`config.mk`:
```
export PLATFORM = sky130hd
export DESIGN_NAME = mlpq_ctrl
export DESIGN_NICKNAME = d
export VERILOG_FILES = /design/src/hdl/mlpq_pkg.sv /design/src/hdl/mlpq_ctrl.sv
export SDC_FILE = /design/constraint.sdc
export NUM_CORES = 1
export LEC_CHECK = 0
export BUFFER_PORTS_ARGS = -buffer_cell sky130_fd_sc_hd__buf_2
export CORE_UTILIZATION = 46
export DETAILED_ROUTE_END_ITERATION = 10
export PLACE_DENSITY = 0.79
export RECOVER_POWER = 25
export SYNTH_ARGS = -nofsm -noshare
export SYNTH_HDL_FRONTEND = slang
export SYNTH_SLANG_ARGS = --single-unit
export TNS_END_PERCENT = 10
```
`constraint.sdc`:
```
create_clock -name clk -period 1.65 [get_ports clk]
set_input_delay 0.0825 -clock clk [delete_from_list [all_inputs] [get_ports clk]]
set_output_delay 0.0825 -clock clk [all_outputs]
set_load 0.05 [all_outputs]
```
`src/hdl/mlpq_pkg.sv`:
```
// ----------------------------------------------------------------------------
// mlpq_pkg: shared types and constants for the strict-priority queue
// Sizes, operation and status codes, controller states and the
// controller/datapath command and status bundles.
// ----------------------------------------------------------------------------
`default_nettype none
package mlpq_pkg;
  localparam int MaxLevels  = 10;
  localparam int LevelDepth = 16;
  localparam int LvW  = $clog2(MaxLevels);
  localparam int IdxW = $clog2(LevelDepth);
  localparam int CntW = $clog2(LevelDepth + 1);
  localparam int AddrW = $clog2(MaxLevels * LevelDepth);

  typedef enum logic [1:0] {
    OP_PUSH    = 2'd0,
    OP_RELEASE = 2'd1,
    OP_ERASE   = 2'd2,
    OP_CONSUME = 2'd3
  } op_t;

  typedef enum logic [1:0] {
    ST_OK       = 2'd0,
    ST_NOTFOUND = 2'd1,
    ST_FULL     = 2'd2
  } status_t;

  typedef enum logic [3:0] {
    S_IDLE,
    S_SETUP,
    S_SCAN_RD,
    S_SCAN_CHK,
    S_SHUP_RD,
    S_SHUP_WR,
    S_PLACE,
    S_SHDN_RD,
    S_SHDN_WR,
    S_FRONT_RD,
    S_FRONT_CHK,
    S_FOUND_RD,
    S_FOUND_CHK,
    S_DONE
  } state_t;

  // controller -> datapath
  typedef struct packed {
    logic load;       // capture request
    logic rd_scan;    // read entry at scan index
    logic step_scan;  // advance scan index
    logic rd_up;      // read entry shift_idx-1
    logic wr_up;      // write read data to shift_idx, step down
    logic wr_new;     // write request position at scan index, or at the tail for push
    logic rd_dn;      // read entry shift_idx+1
    logic wr_dn;      // write read data to shift_idx, step up
    logic rd_front;   // read entry 0
    logic set_limit;  // compute search limit from front entry
    logic rd_found;   // read entry at scan index
    logic cnt_inc;
    logic cnt_dec;
    logic set_ok;
    logic set_nf;
    logic set_full;
    logic set_pop;    // latch read data as popped position
  } dp_cmd_t;

  // datapath -> controller
  typedef struct packed {
    op_t  op;
    logic any_nonempty;
    logic level_full;
    logic level_empty;
    logic scan_more;  // entry before position
    logic scan_end;   // scan index reached limit
    logic up_done;    // shift index equals scan index
    logic dn_done;    // shift index+1 at or past count
    logic match;      // entry equals position
    logic at_in_range;
  } dp_sts_t;
endpackage
`default_nettype wire

```
`src/hdl/mlpq_ctrl.sv`:
```
// ----------------------------------------------------------------------------
// mlpq_ctrl: operation sequencer
// Steps each request through the scan, shift and count update that its operation needs.
// ----------------------------------------------------------------------------
`default_nettype none
module mlpq_ctrl (
  input  wire logic             clk,
  input  wire logic             rst_n,
  input  wire logic             in_valid,
  output logic                  in_stall,
  output logic                  out_valid,
  input  wire logic             out_stall,
  output mlpq_pkg::dp_cmd_t     cmd,
  input  wire mlpq_pkg::dp_sts_t sts
);
  import mlpq_pkg::*;

  state_t state_r, state_nxt;

  always_ff @(posedge clk) begin
    if (!rst_n) state_r <= S_IDLE;
    else        state_r <= state_nxt;
  end

  always_comb begin
    state_nxt = state_r;
    unique case (state_r)
      S_IDLE:  if (in_valid) state_nxt = S_SETUP;
      S_SETUP: begin
        unique case (sts.op)
          OP_PUSH:    state_nxt = sts.level_full ? S_DONE : S_PLACE;
          OP_RELEASE: state_nxt = sts.level_full ? S_DONE : S_SCAN_RD;
          OP_ERASE:   state_nxt = sts.level_empty ? S_DONE : S_FRONT_RD;
          OP_CONSUME: state_nxt = sts.any_nonempty ? S_FRONT_RD : S_DONE;
          default:    state_nxt = S_DONE;
        endcase
      end
      S_FRONT_RD:  state_nxt = S_FRONT_CHK;
      S_FRONT_CHK: state_nxt = (sts.op == OP_CONSUME) ? S_SHDN_RD : S_SCAN_RD;
      S_SCAN_RD:   state_nxt = sts.scan_end ? ((sts.op == OP_RELEASE) ? S_SHUP_RD : S_FOUND_RD)
                                            : S_SCAN_CHK;
      S_SCAN_CHK: begin
        if (sts.scan_more) state_nxt = S_SCAN_RD;
        else state_nxt = (sts.op == OP_RELEASE) ? S_SHUP_RD : S_FOUND_RD;
      end
      S_SHUP_RD:   state_nxt = sts.up_done ? S_PLACE : S_SHUP_WR;
      S_SHUP_WR:   state_nxt = S_SHUP_RD;
      S_PLACE:     state_nxt = S_DONE;
      S_FOUND_RD:  state_nxt = sts.at_in_range ? S_FOUND_CHK : S_DONE;
      S_FOUND_CHK: state_nxt = sts.match ? S_SHDN_RD : S_DONE;
      S_SHDN_RD:   state_nxt = sts.dn_done ? S_DONE : S_SHDN_WR;
      S_SHDN_WR:   state_nxt = S_SHDN_RD;
      S_DONE:      if (!out_stall) state_nxt = S_IDLE;
      default:     state_nxt = S_IDLE;
    endcase
  end

  always_comb begin
    cmd       = '0;
    in_stall  = (state_r != S_IDLE);
    out_valid = (state_r == S_DONE);
    unique case (state_r)
      S_IDLE:  cmd.load = in_valid;
      S_SETUP: begin
        cmd.set_ok = 1'b1;
        unique case (sts.op)
          OP_PUSH:    if (sts.level_full) cmd.set_full = 1'b1;
          OP_RELEASE: if (sts.level_full) cmd.set_full = 1'b1;
          OP_ERASE:   if (sts.level_empty) cmd.set_nf = 1'b1;
          OP_CONSUME: if (!sts.any_nonempty) cmd.set_nf = 1'b1;
          default: ;
        endcase
      end
      S_FRONT_RD:  cmd.rd_front = 1'b1;
      S_FRONT_CHK: begin
        if (sts.op == OP_CONSUME) cmd.set_pop = 1'b1;
        else cmd.set_limit = 1'b1;
      end
      S_SCAN_RD:   cmd.rd_scan = 1'b1;
      S_SCAN_CHK:  cmd.step_scan = sts.scan_more;
      S_SHUP_RD:   cmd.rd_up = !sts.up_done;
      S_SHUP_WR:   cmd.wr_up = 1'b1;
      S_PLACE: begin
        cmd.wr_new  = 1'b1;
        cmd.cnt_inc = 1'b1;
      end
      S_FOUND_RD: begin
        cmd.rd_found = 1'b1;
        cmd.set_nf   = !sts.at_in_range;
      end
      S_FOUND_CHK: cmd.set_nf = !sts.match;
      S_SHDN_RD: begin
        cmd.rd_dn   = !sts.dn_done;
        cmd.cnt_dec = sts.dn_done;
      end
      S_SHDN_WR:   cmd.wr_dn = 1'b1;
      default: ;
    endcase
  end

  a_one_per_req: assert property (@(posedge clk) disable iff (!rst_n)
    out_valid && !out_stall |=> state_r == S_IDLE)
    else $error("result not retired");
  a_stall_busy: assert property (@(posedge clk) disable iff (!rst_n)
    state_r != S_IDLE |-> in_stall)
    else $error("request taken while busy");
  a_load_idle: assert property (@(posedge clk) disable iff (!rst_n)
    cmd.load |=> state_r == S_SETUP)
    else $error("load without setup");
endmodule
`default_nettype wire

```
==> results.cfg <==
[sta]
setup_slack_ps = 14.4
drv_slew = 0
setup_violators_final = 0
final.min_clock_period_ps = 1640
rsz0062_at_grt = true
worst_clock_skew_ps = 10.9
period_share_pct = 99.1
max_freq_ghz = 0.611
timing.slew.headroom_pct = 71.1
finalHoldWorstSlack_ps = 105
hold_violations = 0
max_slew.worst_pin.slew_ps = 422

[cells_and_area]
layoutNonFillerInstCount = 147
area.growth.synth_to_final_pct = 30.4
multi_input_comb_area_sq_um = 581
nets = 148
post_route_cells_drive_above_1_share_pct = 47.3
antenna-diode-count = 0
largest_registers = state_r x4
regMostFlops = state_r
layout_common_cells = sky130_fd_sc_hd__buf_2 (28), sky130_fd_sc_hd__nor2_1 (9), sky130_fd_sc_hd__buf_4 (8), sky130_fd_sc_hd__nand2_1 (7)
largest_register_ff_count = 4
mostFrequentLayoutCell = sky130_fd_sc_hd__buf_2
fill_cells = 138
area.sequential_sq_um = 87.6

[global_routing]
grt_remaining_overflow = 0
grt_pass1_wl_mm = 3.75
grt_max_degree = 14
grt_pass1_vias = 867
global_route.usage.total_pct = 26.4
initial_antenna_violation_count = 0

[power]
irDropWorstVdd_v = 0.00122
p_total_w = 0.00176
static-leakage-power_nw = 0.440
p_per_area_nw_per_um2 = 1820

[logic_synthesis]
synth_top_cells_by_area = sky130_fd_sc_hd__dfxtp_1 (11%), sky130_fd_sc_hd__buf_6 (6.1%), sky130_fd_sc_hd__nor2_1 (4.5%), sky130_fd_sc_hd__nor3b_1 (4.0%), sky130_fd_sc_hd__nand2_1 (3.5%)
synth_top_cell_by_area = sky130_fd_sc_hd__dfxtp_1
synth.ff_latch_count = 4
post-synth-top-area-fraction_pct = 10.8
postSynthAreaPerCell_sq_um = 7.60
ys_types = 45
synth-edff-count = 0
synth_fp_nets = 113
synth.yosys.seq_area_share_pct = 10.8
postSynth.topFlopCell = sky130_fd_sc_hd__dfxtp_1
synthesis.area_sq_um = 744
syn-instance-count = 98
synthesis.yosys.warnings = 0
synth_async_sr_flop_share_pct = 0

[worst_setup_path]
critical_path_peak_fanout = 10
crit_required_ps = 1570
worstSetupPathType = reg -> out
endpoint_kind = output port
critical_path.slowest_cell = sky130_fd_sc_hd__or3_4
worstPathCellList = or3_4 -> clkinv_4 -> a32o_1 -> buf_4
timing.critical_path.arrival_ps = 1550
cp_slowest_stage_delay_ps = 460
timing.critical_path.buf_inv = 2
path_delay_family = simple AND/OR/NAND/NOR gates
start_kind = register

[die]
core.rowCount = 14
fp.dieArea_sq_um = 1780
fp.dieH_microns = 42.2
die_width_microns = 42.2
core_area_sq_um = 1510
io_pins = 34
start_util_pct = 49.4

[detailed_routing]
route.final.wire_length_mm = 2.24
antenna_left = 0
drt_iter0_markers = 28
routed_len_inst_microns = 15.2
drc_violations_left = 0
vias = 909
drt_pass1_iterations = 4
vias_per_cell = 6.18

[job]
max_cap_violations = 0

[clock_tree]
cts_root_buf = sky130_fd_sc_hd__clkbuf_4
cts.hold.buffers_added = 0
cts.clk_slew.worst_paths_ps = 50
clock_tree.buffer_depth = 2
tritoncts = done
numClockSinks = 4
cts_inserted_buffers = 3
htreeDepth = 1
clock_insertion_delay_worst_skew_ps = 250

[place]
hpwl_mm = 1.73
dpl_worst_slack_ps = 72.8
io_buffer_count = 33
dp.cells = 144
routabilityCongestion = 0.886

[status]
result_of_the_run = complete, no violations

[min_path]
min-delay-path-class = in -> reg
==> per-stage QoR <==
| stage | util [%] | TNS, ps | instance area, sq um |
|---|---|---|---|
| 2_1_floorplan | - | -1170 | 761 |
| 3_3_place_gp | 60.8 | 0 | 916 |
| 3_5_place_dp | 60.8 | 0 | 916 |
| 4_1_cts | 63.0 | 0 | 948 |
| 5_1_grt | 64.5 | -37.7 | 971 |
| 6_report | 64.5 | 0 | 971 |
==> area by class of cell <==
class                           count  share of cell area, %
Tap cell                           16                   2.06
Clock buffer                        3                   2.32
Timing Repair Buffer               40                   23.6
Sequential cell                     4                   9.02
Multi-Input combinational cell     77                   59.8
Inverter                            7                   3.22
==> timing repair <==
action / 4_1_cts / 5_1_grt
buffers inserted: 0 / 0
gates cloned: 0 / 0
setup endpoints to repair: 4 / 3
gates resized for setup: 5 / 5
==> path summary, 6_finish.rpt <==
path | startpoint | endpoint | slack [ps] | cells past startpoint
max | state_r[3] | cmd[2] | 10 | 4
min | rst_n | state_r[2] | 110 | 2
max reg2reg | state_r[3] | state_r[2] | 70 | 4
min reg2reg | state_r[1] | state_r[3] | 720 | 3
==> cell families after synthesis <==
kind of cell | Yosys count | synth area share (%)
AOI/OAI and AO/OA | 25 | 26.0
and+or+nand+nor | 50 | 45.2
muxes | 2 | 2.69
DFF | 4 | 10.8
buffers and inverters | 17 | 15.3
==> cells in the mapped netlist, types with 2 or more instances <==
| cell | n |
|---|---|
| sky130_fd_sc_hd__a31oi_1 | 2 |
| sky130_fd_sc_hd__and3_1 | 2 |
| sky130_fd_sc_hd__a32o_1 | 2 |
| sky130_fd_sc_hd__nor2b_1 | 2 |
| sky130_fd_sc_hd__a21oi_1 | 4 |
| sky130_fd_sc_hd__and3b_1 | 2 |
| sky130_fd_sc_hd__nor3b_1 | 4 |
| sky130_fd_sc_hd__buf_2 | 3 |
| sky130_fd_sc_hd__o221ai_1 | 2 |
| sky130_fd_sc_hd__nand2b_1 | 4 |
| sky130_fd_sc_hd__o21ai_0 | 3 |
| sky130_fd_sc_hd__nor2_1 | 9 |
| sky130_fd_sc_hd__inv_1 | 5 |
| sky130_fd_sc_hd__buf_4 | 3 |
| sky130_fd_sc_hd__dfxtp_1 | 4 |
| sky130_fd_sc_hd__nor3_1 | 5 |
| sky130_fd_sc_hd__buf_6 | 4 |
| sky130_fd_sc_hd__mux2i_1 | 2 |
| sky130_fd_sc_hd__o211ai_1 | 2 |
| sky130_fd_sc_hd__nand3b_1 | 3 |
| sky130_fd_sc_hd__nand2_1 | 7 |
==> per-layer routing <==
metal  vias to the layer above  wire length [microns]  global-route usage (%)
met5                         -                      0                       0
met4                         0                     49                    13.1
met3                         9                    229                    4.31
met2                        68                   1060                    45.2
met1                       404                    898                    31.3
li1                        428                      -                       -
==> power by group <==
part / internal, W / total (W) / switching [W]
Clock: 0.0000820 / 0.000131 / 0.0000494
Sequential: 0.000152 / 0.000250 / 0.0000977
Combinational: 0.000500 / 0.00138 / 0.000882
Total: 0.000734 / 0.00176 / 0.00103
No activity file was read; power rests on OpenSTA's default activity.
